## src/design/sv39ptw_pkg.sv

```systemverilog
`timescale 1ns / 1ps
`default_nettype none

package sv39ptw_pkg;

  // Walk depth and derived widths
  localparam int unsigned LEVELS  = 3;
  localparam int unsigned LVL_W   = (LEVELS > 2) ? $clog2(LEVELS) : 1;
  localparam int unsigned VA_BITS = 12 + 9 * LEVELS;
  localparam int unsigned PA_W    = 56;
  localparam int unsigned PPN_W   = 44;
  localparam int unsigned VPN_W   = 9;
  localparam int unsigned CFG_IDX_W = 1;

  // PTE bit positions
  localparam int unsigned PTE_V = 0;
  localparam int unsigned PTE_R = 1;
  localparam int unsigned PTE_W = 2;
  localparam int unsigned PTE_X = 3;
  localparam int unsigned PTE_U = 4;
  localparam int unsigned PTE_A = 6;
  localparam int unsigned PTE_D = 7;

  typedef enum logic [CFG_IDX_W-1:0] {
    CFG_TRANSLATE_ENABLE = 1'b0,
    CFG_ROOT_PPN         = 1'b1
  } cfg_idx_e;

  typedef enum logic [1:0] {
    OP_TRANSLATE = 2'd0,
    OP_PTE_READ  = 2'd1,
    OP_PTE_ACK   = 2'd2
  } op_e;

  typedef enum logic [1:0] {
    ACC_FETCH = 2'd0,
    ACC_LOAD  = 2'd1,
    ACC_STORE = 2'd2
  } access_e;

  typedef enum logic [1:0] {
    K_READ  = 2'd0,
    K_WRITE = 2'd1,
    K_DONE  = 2'd2,
    K_FAULT = 2'd3
  } kind_e;

  typedef enum logic [2:0] {
    CAUSE_NONE             = 3'd0,
    CAUSE_FETCH_MISALIGNED = 3'd1,
    CAUSE_LOAD_MISALIGNED  = 3'd2,
    CAUSE_STORE_MISALIGNED = 3'd3,
    CAUSE_FETCH_PAGE_FAULT = 3'd4,
    CAUSE_LOAD_PAGE_FAULT  = 3'd5,
    CAUSE_STORE_PAGE_FAULT = 3'd6
  } cause_e;

  typedef enum logic [1:0] {
    PH_IDLE  = 2'd0,
    PH_READ  = 2'd1,
    PH_WRITE = 2'd2
  } phase_e;

  typedef struct packed {
    logic [1:0]  op;
    logic [63:0] vaddr;
    logic [1:0]  access_kind;
    logic [1:0]  size_log2;
    logic        user_mode;
    logic [63:0] pte_value;
    logic        bus_error;
  } in_item_t;

  typedef struct packed {
    logic [1:0]  kind;
    logic [63:0] address;
    logic [63:0] pte_write_data;
    logic [2:0]  fault_cause;
  } out_item_t;

  typedef struct packed {
    phase_e             phase;
    logic [LVL_W-1:0]   walk_level;
    logic [VA_BITS-1:0] saved_vaddr;
    access_e            saved_access;
    logic               saved_user;
    logic [PA_W-1:0]    entry_address;
    logic [PA_W-1:0]    pending_phys;
  } walk_state_t;

  typedef struct packed {
    logic             translate_enable;
    logic [PPN_W-1:0] root_ppn;
  } cfg_t;

endpackage

`default_nettype wire

```

## src/design/sv39ptw_if.sv

```systemverilog
`timescale 1ns / 1ps
`default_nettype none

// Request and PTE response channel
interface sv39ptw_in_if;
  logic        valid;
  logic        ready;
  logic [1:0]  op;
  logic [63:0] vaddr;
  logic [1:0]  access_kind;
  logic [1:0]  size_log2;
  logic        user_mode;
  logic [63:0] pte_value;
  logic        bus_error;

  modport source (output valid, op, vaddr, access_kind, size_log2, user_mode,
                  pte_value, bus_error, input ready);
  modport sink   (input valid, op, vaddr, access_kind, size_log2, user_mode,
                  pte_value, bus_error, output ready);
endinterface

// Result channel
interface sv39ptw_out_if;
  logic        valid;
  logic        ready;
  logic [1:0]  kind;
  logic [63:0] address;
  logic [63:0] pte_write_data;
  logic [2:0]  fault_cause;

  modport source (output valid, kind, address, pte_write_data, fault_cause, input ready);
  modport sink   (input valid, kind, address, pte_write_data, fault_cause, output ready);
endinterface

// Register write channel
interface sv39ptw_cfg_if;
  logic        valid;
  logic        ready;
  logic [0:0]  index;
  logic [63:0] data;

  modport source (output valid, index, data, input ready);
  modport sink   (input valid, index, data, output ready);
endinterface

`default_nettype wire

```

## src/design/sv39_page_table_walker.sv

```systemverilog
`timescale 1ns / 1ps
`default_nettype none

// Path: an input item is held in the input register, then the walk step writes
// its result into the result register, waiting while that register stays full.
// Throughput: one input item per cycle while the result register is free or
// draining; a page walk takes one PTE memory round trip per level visited, plus
// one for an accessed/dirty write-back when needed. Reset: asynchronous, clears
// the walk state, the configuration registers and the valid flags.
module sv39_page_table_walker (
  input  wire            clk_i,
  input  wire            rst_ni,
  sv39ptw_in_if.sink     in_i,
  sv39ptw_out_if.source  out_o,
  sv39ptw_cfg_if.sink    cfg_i
);
  import sv39ptw_pkg::*;

  logic        in_valid_q;
  in_item_t    in_item_q;
  in_item_t    in_item_d;
  logic        out_valid_q;
  out_item_t   out_item_q;
  walk_state_t state_q;
  walk_state_t state_d;
  cfg_t        cfg_q;
  logic        step_fire;
  logic        has_result;
  out_item_t   result;

  assign in_item_d = '{op:          in_i.op,
                       vaddr:       in_i.vaddr,
                       access_kind: in_i.access_kind,
                       size_log2:   in_i.size_log2,
                       user_mode:   in_i.user_mode,
                       pte_value:   in_i.pte_value,
                       bus_error:   in_i.bus_error};

  // Process the held item when the result register is free or draining
  assign step_fire  = in_valid_q && (!out_valid_q || out_o.ready);
  assign in_i.ready = !in_valid_q || step_fire;
  assign cfg_i.ready = 1'b1;

  // Hold the input item
  always_ff @(posedge clk_i or negedge rst_ni) begin
    if (!rst_ni) begin
      in_valid_q <= 1'b0;
    end else if (in_i.ready) begin
      in_valid_q <= in_i.valid;
    end
  end

  always_ff @(posedge clk_i) begin
    if (in_i.valid && in_i.ready) begin
      in_item_q <= in_item_d;
    end
  end

  // Write configuration registers
  always_ff @(posedge clk_i or negedge rst_ni) begin
    if (!rst_ni) begin
      cfg_q <= '0;
    end else if (cfg_i.valid) begin
      case (cfg_i.index)
        CFG_TRANSLATE_ENABLE: cfg_q.translate_enable <= cfg_i.data[0];
        CFG_ROOT_PPN:         cfg_q.root_ppn <= cfg_i.data[PPN_W-1:0];
        default: begin
        end
      endcase
    end
  end

  sv39ptw_step u_step (
    .item_i       (in_item_q),
    .state_i      (state_q),
    .cfg_i        (cfg_q),
    .state_o      (state_d),
    .has_result_o (has_result),
    .result_o     (result)
  );

  // Advance the walk state
  always_ff @(posedge clk_i or negedge rst_ni) begin
    if (!rst_ni) begin
      state_q <= '0;
    end else if (step_fire) begin
      state_q <= state_d;
    end
  end

  // Load the result register, drop it once transferred
  always_ff @(posedge clk_i or negedge rst_ni) begin
    if (!rst_ni) begin
      out_valid_q <= 1'b0;
    end else if (step_fire && has_result) begin
      out_valid_q <= 1'b1;
    end else if (out_o.ready) begin
      out_valid_q <= 1'b0;
    end
  end

  always_ff @(posedge clk_i) begin
    if (step_fire && has_result) begin
      out_item_q <= result;
    end
  end

  assign out_o.valid          = out_valid_q;
  assign out_o.kind           = out_item_q.kind;
  assign out_o.address        = out_item_q.address;
  assign out_o.pte_write_data = out_item_q.pte_write_data;
  assign out_o.fault_cause    = out_item_q.fault_cause;

endmodule

`default_nettype wire

```

## src/design/sv39ptw_step.sv

```systemverilog
`timescale 1ns / 1ps
`default_nettype none

module sv39ptw_step (
  input  sv39ptw_pkg::in_item_t    item_i,
  input  sv39ptw_pkg::walk_state_t state_i,
  input  sv39ptw_pkg::cfg_t        cfg_i,
  output sv39ptw_pkg::walk_state_t state_o,
  output logic                     has_result_o,
  output sv39ptw_pkg::out_item_t   result_o
);
  import sv39ptw_pkg::*;

  // Fold the unused access code onto load
  function automatic access_e norm_access(input logic [1:0] a);
    access_e r;
    case (a)
      ACC_FETCH: r = ACC_FETCH;
      ACC_STORE: r = ACC_STORE;
      default:   r = ACC_LOAD;
    endcase
    return r;
  endfunction

  function automatic cause_e misaligned_cause(input access_e a);
    cause_e r;
    case (a)
      ACC_FETCH: r = CAUSE_FETCH_MISALIGNED;
      ACC_STORE: r = CAUSE_STORE_MISALIGNED;
      default:   r = CAUSE_LOAD_MISALIGNED;
    endcase
    return r;
  endfunction

  function automatic cause_e page_fault_cause(input access_e a);
    cause_e r;
    case (a)
      ACC_FETCH: r = CAUSE_FETCH_PAGE_FAULT;
      ACC_STORE: r = CAUSE_STORE_PAGE_FAULT;
      default:   r = CAUSE_LOAD_PAGE_FAULT;
    endcase
    return r;
  endfunction

  // VPN slice of the saved address for a given level
  function automatic logic [VPN_W-1:0] vpn_of(input logic [VA_BITS-1:0] va,
                                              input logic [LVL_W-1:0] lvl);
    logic [VPN_W-1:0] r;
    r = '0;
    for (int l = 0; l < LEVELS; l++) begin
      if (lvl == LVL_W'(l)) r = va[12 + 9 * l +: VPN_W];
    end
    return r;
  endfunction

  access_e          acc_n;
  logic             misaligned;
  logic [PPN_W-1:0] ppn;
  logic [PPN_W-1:0] super_mask;
  logic [PA_W-1:0]  low_mask;
  logic [PA_W-1:0]  va_ext;
  logic [PA_W-1:0]  ppn_shift;
  logic [PA_W-1:0]  phys;
  logic [63:0]      pte;
  logic [63:0]      new_pte;
  logic [LVL_W-1:0] lvl_dn;
  logic             perm_ok;

  // Decode the request and the PTE
  always_comb begin
    acc_n = norm_access(item_i.access_kind);
    case (item_i.size_log2)
      2'd0:    misaligned = 1'b0;
      2'd1:    misaligned = item_i.vaddr[0];
      2'd2:    misaligned = |item_i.vaddr[1:0];
      default: misaligned = |item_i.vaddr[2:0];
    endcase

    pte       = item_i.pte_value;
    ppn       = pte[10 +: PPN_W];
    ppn_shift = {ppn, 12'b0};
    lvl_dn    = state_i.walk_level - LVL_W'(1);

    // Superpage and page-offset masks by level
    for (int i = 0; i < PPN_W; i++) begin
      super_mask[i] = (i < 9 * int'(state_i.walk_level));
    end
    for (int i = 0; i < PA_W; i++) begin
      low_mask[i] = (i < 12 + 9 * int'(state_i.walk_level));
      va_ext[i]   = (i < VA_BITS) ? state_i.saved_vaddr[i % VA_BITS] : 1'b0;
    end
    phys = (ppn_shift & ~low_mask) | (va_ext & low_mask);

    case (state_i.saved_access)
      ACC_FETCH: perm_ok = pte[PTE_X];
      ACC_STORE: perm_ok = pte[PTE_W];
      default:   perm_ok = pte[PTE_R];
    endcase

    new_pte = pte;
    new_pte[PTE_A] = 1'b1;
    if (state_i.saved_access == ACC_STORE) new_pte[PTE_D] = 1'b1;
  end

  // Advance the walk by one event
  always_comb begin
    state_o      = state_i;
    has_result_o = 1'b0;
    result_o     = '0;
    case (item_i.op)
      OP_TRANSLATE: begin
        if (state_i.phase == PH_IDLE) begin
          has_result_o = 1'b1;
          if (misaligned) begin
            result_o.kind        = K_FAULT;
            result_o.address     = item_i.vaddr;
            result_o.fault_cause = misaligned_cause(acc_n);
          end else if (!cfg_i.translate_enable) begin
            result_o.kind    = K_DONE;
            result_o.address = item_i.vaddr;
          end else begin
            state_o.saved_vaddr   = item_i.vaddr[VA_BITS-1:0];
            state_o.saved_access  = acc_n;
            state_o.saved_user    = item_i.user_mode;
            state_o.walk_level    = LVL_W'(LEVELS - 1);
            state_o.entry_address = {cfg_i.root_ppn,
                                     item_i.vaddr[12 + 9 * (LEVELS - 1) +: VPN_W], 3'b0};
            state_o.phase         = PH_READ;
            result_o.kind         = K_READ;
            result_o.address      = 64'(state_o.entry_address);
          end
        end
      end
      OP_PTE_READ: begin
        if (state_i.phase == PH_READ) begin
          has_result_o = 1'b1;
          // Page fault unless one of the paths below overrides it
          state_o.phase        = PH_IDLE;
          result_o.kind        = K_FAULT;
          result_o.address     = 64'(state_i.saved_vaddr);
          result_o.fault_cause = page_fault_cause(state_i.saved_access);
          if (item_i.bus_error) begin
            result_o.address     = 64'(state_i.entry_address);
            result_o.fault_cause = CAUSE_LOAD_PAGE_FAULT;
          end else if (!pte[PTE_V] || (pte[PTE_W] && !pte[PTE_R])) begin
            // invalid or reserved entry: page fault
          end else if (!pte[PTE_R] && !pte[PTE_X]) begin
            // Pointer to the next table
            if (state_i.walk_level != '0) begin
              state_o.phase         = PH_READ;
              state_o.walk_level    = lvl_dn;
              state_o.entry_address = {ppn, vpn_of(state_i.saved_vaddr, lvl_dn), 3'b0};
              result_o              = '0;
              result_o.kind         = K_READ;
              result_o.address      = 64'(state_o.entry_address);
            end
          end else if (!perm_ok || (state_i.saved_user && !pte[PTE_U])) begin
            // permission fault
          end else if ((ppn & super_mask) != '0) begin
            // misaligned superpage
          end else if (new_pte != pte) begin
            state_o.pending_phys    = phys;
            state_o.phase           = PH_WRITE;
            result_o                = '0;
            result_o.kind           = K_WRITE;
            result_o.address        = 64'(state_i.entry_address);
            result_o.pte_write_data = new_pte;
          end else begin
            result_o         = '0;
            result_o.kind    = K_DONE;
            result_o.address = 64'(phys);
          end
        end
      end
      OP_PTE_ACK: begin
        if (state_i.phase == PH_WRITE) begin
          has_result_o  = 1'b1;
          state_o.phase = PH_IDLE;
          if (item_i.bus_error) begin
            result_o.kind        = K_FAULT;
            result_o.address     = 64'(state_i.entry_address);
            result_o.fault_cause = CAUSE_STORE_PAGE_FAULT;
          end else begin
            result_o.kind    = K_DONE;
            result_o.address = 64'(state_i.pending_phys);
          end
        end
      end
      default: begin
        // unknown operation: drop it
      end
    endcase
  end

endmodule

`default_nettype wire
```

## src/flat_wrapper.sv

```systemverilog
// flat-port wrapper written by rule: the top's interface ports become plain ports
module sv39_page_table_walker_flat import sv39ptw_pkg::*;
  (clk_i, rst_ni, in_i_valid, in_i_op, in_i_vaddr, in_i_access_kind, in_i_size_log2, in_i_user_mode, in_i_pte_value, in_i_bus_error, in_i_ready, out_o_valid, out_o_kind, out_o_address, out_o_pte_write_data, out_o_fault_cause, out_o_ready, cfg_i_valid, cfg_i_index, cfg_i_data, cfg_i_ready);
  sv39ptw_in_if in_i_i ();
  sv39ptw_out_if out_o_i ();
  sv39ptw_cfg_if cfg_i_i ();
  input  wire clk_i;
  input  wire rst_ni;
  input wire logic [$bits(in_i_i.valid)-1:0] in_i_valid;
  input wire logic [$bits(in_i_i.op)-1:0] in_i_op;
  input wire logic [$bits(in_i_i.vaddr)-1:0] in_i_vaddr;
  input wire logic [$bits(in_i_i.access_kind)-1:0] in_i_access_kind;
  input wire logic [$bits(in_i_i.size_log2)-1:0] in_i_size_log2;
  input wire logic [$bits(in_i_i.user_mode)-1:0] in_i_user_mode;
  input wire logic [$bits(in_i_i.pte_value)-1:0] in_i_pte_value;
  input wire logic [$bits(in_i_i.bus_error)-1:0] in_i_bus_error;
  output wire logic [$bits(in_i_i.ready)-1:0] in_i_ready;
  output wire logic [$bits(out_o_i.valid)-1:0] out_o_valid;
  output wire logic [$bits(out_o_i.kind)-1:0] out_o_kind;
  output wire logic [$bits(out_o_i.address)-1:0] out_o_address;
  output wire logic [$bits(out_o_i.pte_write_data)-1:0] out_o_pte_write_data;
  output wire logic [$bits(out_o_i.fault_cause)-1:0] out_o_fault_cause;
  input wire logic [$bits(out_o_i.ready)-1:0] out_o_ready;
  input wire logic [$bits(cfg_i_i.valid)-1:0] cfg_i_valid;
  input wire logic [$bits(cfg_i_i.index)-1:0] cfg_i_index;
  input wire logic [$bits(cfg_i_i.data)-1:0] cfg_i_data;
  output wire logic [$bits(cfg_i_i.ready)-1:0] cfg_i_ready;
  assign in_i_i.valid = in_i_valid;
  assign in_i_i.op = in_i_op;
  assign in_i_i.vaddr = in_i_vaddr;
  assign in_i_i.access_kind = in_i_access_kind;
  assign in_i_i.size_log2 = in_i_size_log2;
  assign in_i_i.user_mode = in_i_user_mode;
  assign in_i_i.pte_value = in_i_pte_value;
  assign in_i_i.bus_error = in_i_bus_error;
  assign in_i_ready = in_i_i.ready;
  assign out_o_valid = out_o_i.valid;
  assign out_o_kind = out_o_i.kind;
  assign out_o_address = out_o_i.address;
  assign out_o_pte_write_data = out_o_i.pte_write_data;
  assign out_o_fault_cause = out_o_i.fault_cause;
  assign out_o_i.ready = out_o_ready;
  assign cfg_i_i.valid = cfg_i_valid;
  assign cfg_i_i.index = cfg_i_index;
  assign cfg_i_i.data = cfg_i_data;
  assign cfg_i_ready = cfg_i_i.ready;
  sv39_page_table_walker u_core (.clk_i(clk_i), .rst_ni(rst_ni), .in_i(in_i_i), .out_o(out_o_i), .cfg_i(cfg_i_i));
endmodule
```

## config.mk

```make
export PLATFORM = sky130hd
export DESIGN_NAME = sv39_page_table_walker_flat
export DESIGN_NICKNAME = d
export VERILOG_FILES = /design/src/design/sv39ptw_pkg.sv /design/src/design/sv39ptw_if.sv /design/src/design/sv39_page_table_walker.sv /design/src/design/sv39ptw_step.sv /design/src/flat_wrapper.sv
export SDC_FILE = /design/constraint.sdc
export NUM_CORES = 1
export LEC_CHECK = 0
export BUFFER_PORTS_ARGS = -buffer_cell sky130_fd_sc_hd__buf_2
export CAP_MARGIN = 20
export CORE_UTILIZATION = 38
export CTS_BUF_LIST = sky130_fd_sc_hd__clkbuf_4
export DETAILED_ROUTE_END_ITERATION = 6
export SKIP_LAST_GASP = 1
export SYNTH_ARGS = -nofsm -noshare
export SYNTH_HDL_FRONTEND = slang
export SYNTH_SLANG_ARGS = --single-unit
export TNS_END_PERCENT = 1
```

## constraint.sdc

```tcl
create_clock -name clk_i -period 12.9 [get_ports clk_i]
set_clock_uncertainty 0.15 [all_clocks]
set_input_delay 1.29 -clock clk_i [delete_from_list [all_inputs] [get_ports clk_i]]
set_output_delay 1.29 -clock clk_i [all_outputs]
set_load 0.03 [all_outputs]
```

# Yosys cells after proc, flatten, opt, wreduce, memory -nomap -nowiden
# Index checks and enable logic that the tools add are counted.
# word_totals
register_bits	474
out_inout_bits	136
wordCells	260
# op_classes
n_addsub	2
n_mul	1
n_lt_le_gt_ge	100
n_eq_ne	21
n_mux	62
bitwise	14
n_reduce_logical	38
# op_table
cell	count
less-than comparator 7 x 32 -> 1 bit (first input constant)	35
less-than comparator 6 x 32 -> 1 bit (first input constant)	32
2-to-1 mux 133 bit	7
less-than comparator 5 x 32 -> 1 bit (first input constant)	16
2-to-1 mux 112 bit	3
2-to-1 mux 56 bit	6
2-to-1 mux 102 bit	3
2-to-1 mux 66 bit	4
less-than comparator 4 x 32 -> 1 bit (first input constant)	8
case mux 66 bit (3 select lines)	1
less-than comparator 3 x 32 -> 1 bit (first input constant)	4
2-to-1 mux 64 bit	2
case mux 56 bit (2 select lines)	1
2-to-1 mux 65 bit	1
less-than comparator 1 x 32 -> 1 bit (first input constant)	2
less-than comparator 2 x 32 -> 1 bit (first input constant)	2
AND 39 x 56 -> 56 bit	1
AND 56 bit	1
inverter 56 bit	1
OR 56 bit	1
AND 44 bit	1
nonzero test 44 bit	1
2-to-1 mux 9 bit	3
2-to-1 mux 2 bit	9
other kinds (32)	93

# Depth between registers and ports, before layout
# depth
ltp_word	14
ltp_mapped	12
mapped_depth_nobuf	9

# Modules after synthesis
# Synthesis repeated with hierarchy kept, for this count alone.
# unflattened
cells_unflattened	1990
area_unflattened_um2	23797.8
# modules_own_cells
mod	n_inst	cells_per_inst	area_each_um2
sv39_page_table_walker	1	711	16244.3
sv39ptw_step	1	1279	7553.5

# Least setup slack after synthesis
# OpenSTA, ideal clock, no wires.
# synth_path
path_kind	in2reg
from	input out_o_ready
to	register u_core.out_item_q, in the netlist u_core.out_o.address[0], enable pin
arrival_ns	10.647
required_time_ns	11.962
setup_slack_ns	1.315
path_stages	4
n_path_buf	0
cell_sequence	inv_1 > nand2_1 > nand2_1 > nor3_1
# synth_via
elab_chain_len	3
# synth_rtl
item	line	source
start: declaration	flat_wrapper.sv:23	input wire logic [$bits(out_o_i.ready)-1:0] out_o_ready;
logical OR 1 bit	sv39_page_table_walker.sv:40	assign step_fire = in_valid_q && (!out_valid_q || out_o.ready);
logical AND 1 bit	sv39_page_table_walker.sv:40	
logical AND 1 bit	sv39_page_table_walker.sv:103	if (step_fire && has_result) begin
end signal: assignment	sv39_page_table_walker.sv:104	out_item_q <= result;
end: declaration	sv39_page_table_walker.sv:23	out_item_t out_item_q;
# Every way passes these cells.
# A chain may end at the register's enable or synchronous reset.

# Final worst setup path
# layout_path
from	register u_core.in_item_q[0] (netlist bit)
to	register u_core.state_q[27] (netlist bit)
# layout_via
elab_chain_len	2
# layout_rtl
item	line	source
start: declaration	sv39_page_table_walker.sv:20	in_item_t in_item_q;
start signal: assignment	sv39_page_table_walker.sv:55	in_item_q <= in_item_d;
inverter 1 bit (no line)	--	
AND reduction 9 bit (no line)	--	
end signal: assignment	sv39_page_table_walker.sv:87	state_q <= state_d;
end: declaration	sv39_page_table_walker.sv:24	walk_state_t state_q;
# Every way passes these cells.

==> results.py <==
metrics = {
    "floorplan": {
        "die_h_um": 239,
        "start_util_pct": 38.5,
        "core_area_sq_mm": 0.0552,
        "die-area_sq_mm": 0.0569,
        "io-pin-count": 342,
        "rows": 86,
        "die_width_um": 239,
    },
    "synth": {
        "ys.flop_type": "edfxtp_1",
        "synth-seq-area-share_pct": 61.8,
        "syn_nets": 1990,
        "synthArstFlopShare_pct": 42.9,
        "synthCells": 1772,
        "syn-cell-area_sq_mm": 0.0213,
        "synth-seq-cells": 471,
        "synth_cell_types": 77,
        "syn_avg_cell_area_sq_um": 12.0,
        "yosysWarnings": 0,
        "synth_edf_count": 269,
    },
    "critical_path": {
        "start_kind": "flop",
        "worstPathArrival_ps": 5720,
        "worstPathRequired_ps": 13530,
        "path_max_fanout": 72,
        "crit_path_end_kind": "flop",
        "path_class": "reg -> reg",
    },
    "global_route": {
        "grtUsageTotal_pct": 25.3,
        "grt_max_degree": 108,
        "antenna_found_initial": 6,
        "grt_pass1_vias": 17100,
        "overflow": 0,
        "grt_pass1_wl_um": 107000,
    },
    "power_and_ir_drop": {
        "seq_power_share_pct": 46.8,
        "power.density_mw_per_mm2": 165,
        "power_w": 0.00420,
        "vdd_drop_max_mv": 0.0797,
        "total_leakage_power_nw": 10.5,
        "swShare_pct": 32.1,
        "power_switching_w": 0.00135,
        "power_frac_comb_pct": 19.3,
        "clockPowerShare_pct": 33.9,
        "p_int_w": 0.00285,
    },
    "layout": {
        "fillers": 5083,
        "fin_nets": 2359,
        "final_cell_mix": "319 x buf_2, 269 x edfxtp_1, 220 x nand2_1",
        "final_area_sq_mm": 0.0254,
        "multi_input_area_sq_mm": 0.00762,
        "area_growth_syn_to_layout_pct": 19.6,
        "instances_no_fill": 2993,
        "final_common_cell": "buf_2",
        "drive_gt1_share_pct": 31.7,
        "seq_area_sq_mm": 0.0131,
    },
    "clock_network": {
        "clk_pin_slew_ps": 60,
        "postCtsSetupRepairBufs": 0,
        "clockBufferDepth": 3,
        "cts_sinks": 471,
        "clk_latency_ps": 960,
        "clock-root-buffer": "clkbuf_4",
        "numCtsBuffers": 132,
        "htree_levels": 4,
        "hold_buffers": 0,
        "cts_tree": "built",
        "cts_resized": 0,
    },
    "sta": {
        "worst_pin_slew_ps": 1090,
        "rsz0062_at_grt": "false",
        "setup-tns-final_ps": 0,
        "hold_viol_final": 0,
        "slew_viol_final": 0,
        "fmax_mhz": 197,
        "setup_violations": 0,
        "finalCritPeriodShare_pct": 39.4,
        "fin_ws_ps": 7820,
        "period_needed_ps": 5080,
        "max-slew-margin-rel_pct": 27.2,
    },
    "place": {
        "dp_hpwl_um": 46000,
        "post-place-ws_ps": 7960,
        "dp_cells": 2755,
        "placedInstanceArea_sq_mm": 0.0237,
        "place.port_buffers": 320,
        "place_congestion": 0.933,
    },
    "detailed_routing": {
        "vias": 17000,
        "drc": 2,
        "drt_iter0_drc": 1641,
        "drt_first_pass_iters": 7,
        "via_per_inst": 5.69,
        "ant_nets": 0,
        "totalWireLength_um": 72000,
        "wl_per_cell_um": 24.1,
    },
    "job": {
        "drv_cap": 0,
    },
    "run_status": {
        "status": "finished, violations left",
        "violations": "design-rule violations",
    },
    "worst_hold_path": {
        "hp-class": "reg -> reg",
    },
}
## routing by layer
metal	wire length [um]	track usage, %	vias up
li1	-	-	7500
met1	30600	34.2	8415
met2	32800	38.4	951
met3	6220	7.01	172
met4	2250	10.5	6
met5	40	0	-
## cell usage after synthesis, types with 3 or more instances
| master | number | area share, % |
|---|---|---|
| a32oi_1 | 4 | 0.16 |
| a31oi_1 | 26 | 0.77 |
| nand3_1 | 24 | 0.56 |
| dfrtp_1 | 202 | 24 |
| o32ai_1 | 4 | 0.16 |
| nand4_1 | 3 | 0.088 |
| a22o_1 | 5 | 0.21 |
| o22a_1 | 13 | 0.54 |
| edfxtp_1 | 269 | 38 |
| o22ai_1 | 33 | 0.97 |
| nor4_1 | 6 | 0.18 |
| buf_2 | 16 | 0.38 |
| o221ai_1 | 19 | 0.78 |
| o2111ai_1 | 3 | 0.12 |
| nor3b_1 | 3 | 0.11 |
| a222oi_1 | 7 | 0.33 |
| and2_1 | 65 | 1.9 |
| o21ai_1 | 14 | 0.33 |
| nor2b_1 | 6 | 0.18 |
| o211ai_1 | 6 | 0.21 |
| nor3_1 | 22 | 0.52 |
| a211oi_1 | 10 | 0.35 |
| nand2b_1 | 7 | 0.21 |
| a21oi_1 | 49 | 1.2 |
| o21ai_0 | 141 | 3.3 |
| mux2i_1 | 78 | 3.7 |
| a31o_2 | 4 | 0.16 |
| nor3_2 | 3 | 0.14 |
| a22oi_1 | 64 | 2.3 |
| and3_1 | 13 | 0.38 |
| nor2_2 | 3 | 0.088 |
| a32o_1 | 5 | 0.24 |
| clkbuf_1 | 101 | 1.8 |
| nor2_1 | 83 | 1.5 |
| ha_1 | 12 | 0.71 |
| or3_1 | 9 | 0.26 |
| a21boi_0 | 5 | 0.18 |
| inv_1 | 23 | 0.41 |
| mux2_2 | 96 | 5.1 |
| a2bb2oi_1 | 5 | 0.21 |
| o31ai_1 | 10 | 0.35 |
| o21a_1 | 4 | 0.14 |
| nand2_1 | 222 | 3.9 |
| a221oi_1 | 27 | 1.1 |
| buf_1 | 5 | 0.088 |
## flip-flops by register name, summed over array words and instances, names as in the netlist
signal                       count
u_core.cfg_q                    45
u_core.in_item_q               136
u_core.in_valid_q                1
u_core.out_o.address            64
u_core.out_o.fault_cause         3
u_core.out_o.kind                2
u_core.out_o.pte_write_data     64
u_core.out_o.valid               1
u_core.state_q                 155
## final timing paths
path                                          startpoint                             end  slack [ps]  cells past startpoint
max                        u_core.in_item_q[0]$_DFFE_PP_  u_core.state_q[27]$_DFFE_PN0P_        7820                     11
min                        u_core.state_q[8]$_DFFE_PN0P_   u_core.state_q[8]$_DFFE_PN0P_         320                      2
max reg2reg                u_core.in_item_q[0]$_DFFE_PP_  u_core.state_q[27]$_DFFE_PN0P_        7820                     11
min reg2reg                u_core.state_q[8]$_DFFE_PN0P_   u_core.state_q[8]$_DFFE_PN0P_         320                      2
max in group asynchronous                         rst_ni  u_core.state_q[21]$_DFFE_PN0P_       10920                      2
min in group asynchronous                         rst_ni  u_core.state_q[25]$_DFFE_PN0P_         340                      1
## power by group through the flow
stage / Combinational [W] / Sequential [W] / Clock, W
floorplan: 0.000478 / 0.00200 / 0
global placement: 0.000779 / 0.00198 / 0
detailed placement: 0.000797 / 0.00199 / 0
CTS: 0.000800 / 0.00196 / 0.00147
global route: 0.000865 / 0.00198 / 0.00154
finish: 0.000809 / 0.00197 / 0.00142
## critical path, stage by stage (launching register included)
cell,delay (ps)
edfxtp_1,370
buf_4,290
inv_2,80
buf_4,460
and3_1,650
nand2_1,510
nor3_4,980
buf_4,530
nand3_2,110
buf_4,380
nand2_1,180
o21ai_0,90
## through the flow
stage	hold slack, ps	utilization [%]
floorplan	288	-
global placement	304	42.9
global route	243	46.1
finish	316	46.1
CTS	219	46.1
detailed placement	306	42.9
## cells by family (layout without fill, tap and decap cells)
kind of cell,count (synthesis),after routing,share of synthesized area [%]
compound gates,483,483,15.4
fa+ha+maj,12,12,0.706
buf+inv,149,620,2.76
flops,471,471,61.8
mux,174,174,8.76
other cells,1,3,0.0176
simple gates,482,482,10.6
## cell type report
type,instances,area share (%)
inverter,25,0.369
clock inverter,37,0.984
tap,748,3.68
timing repair buffer,359,7.48
clock buffer,199,5.87
multi-input combinational,1152,30.0
antenna,2,0.0197
sequential,471,51.6
Note: power is estimated with default switching activity, not from simulation.
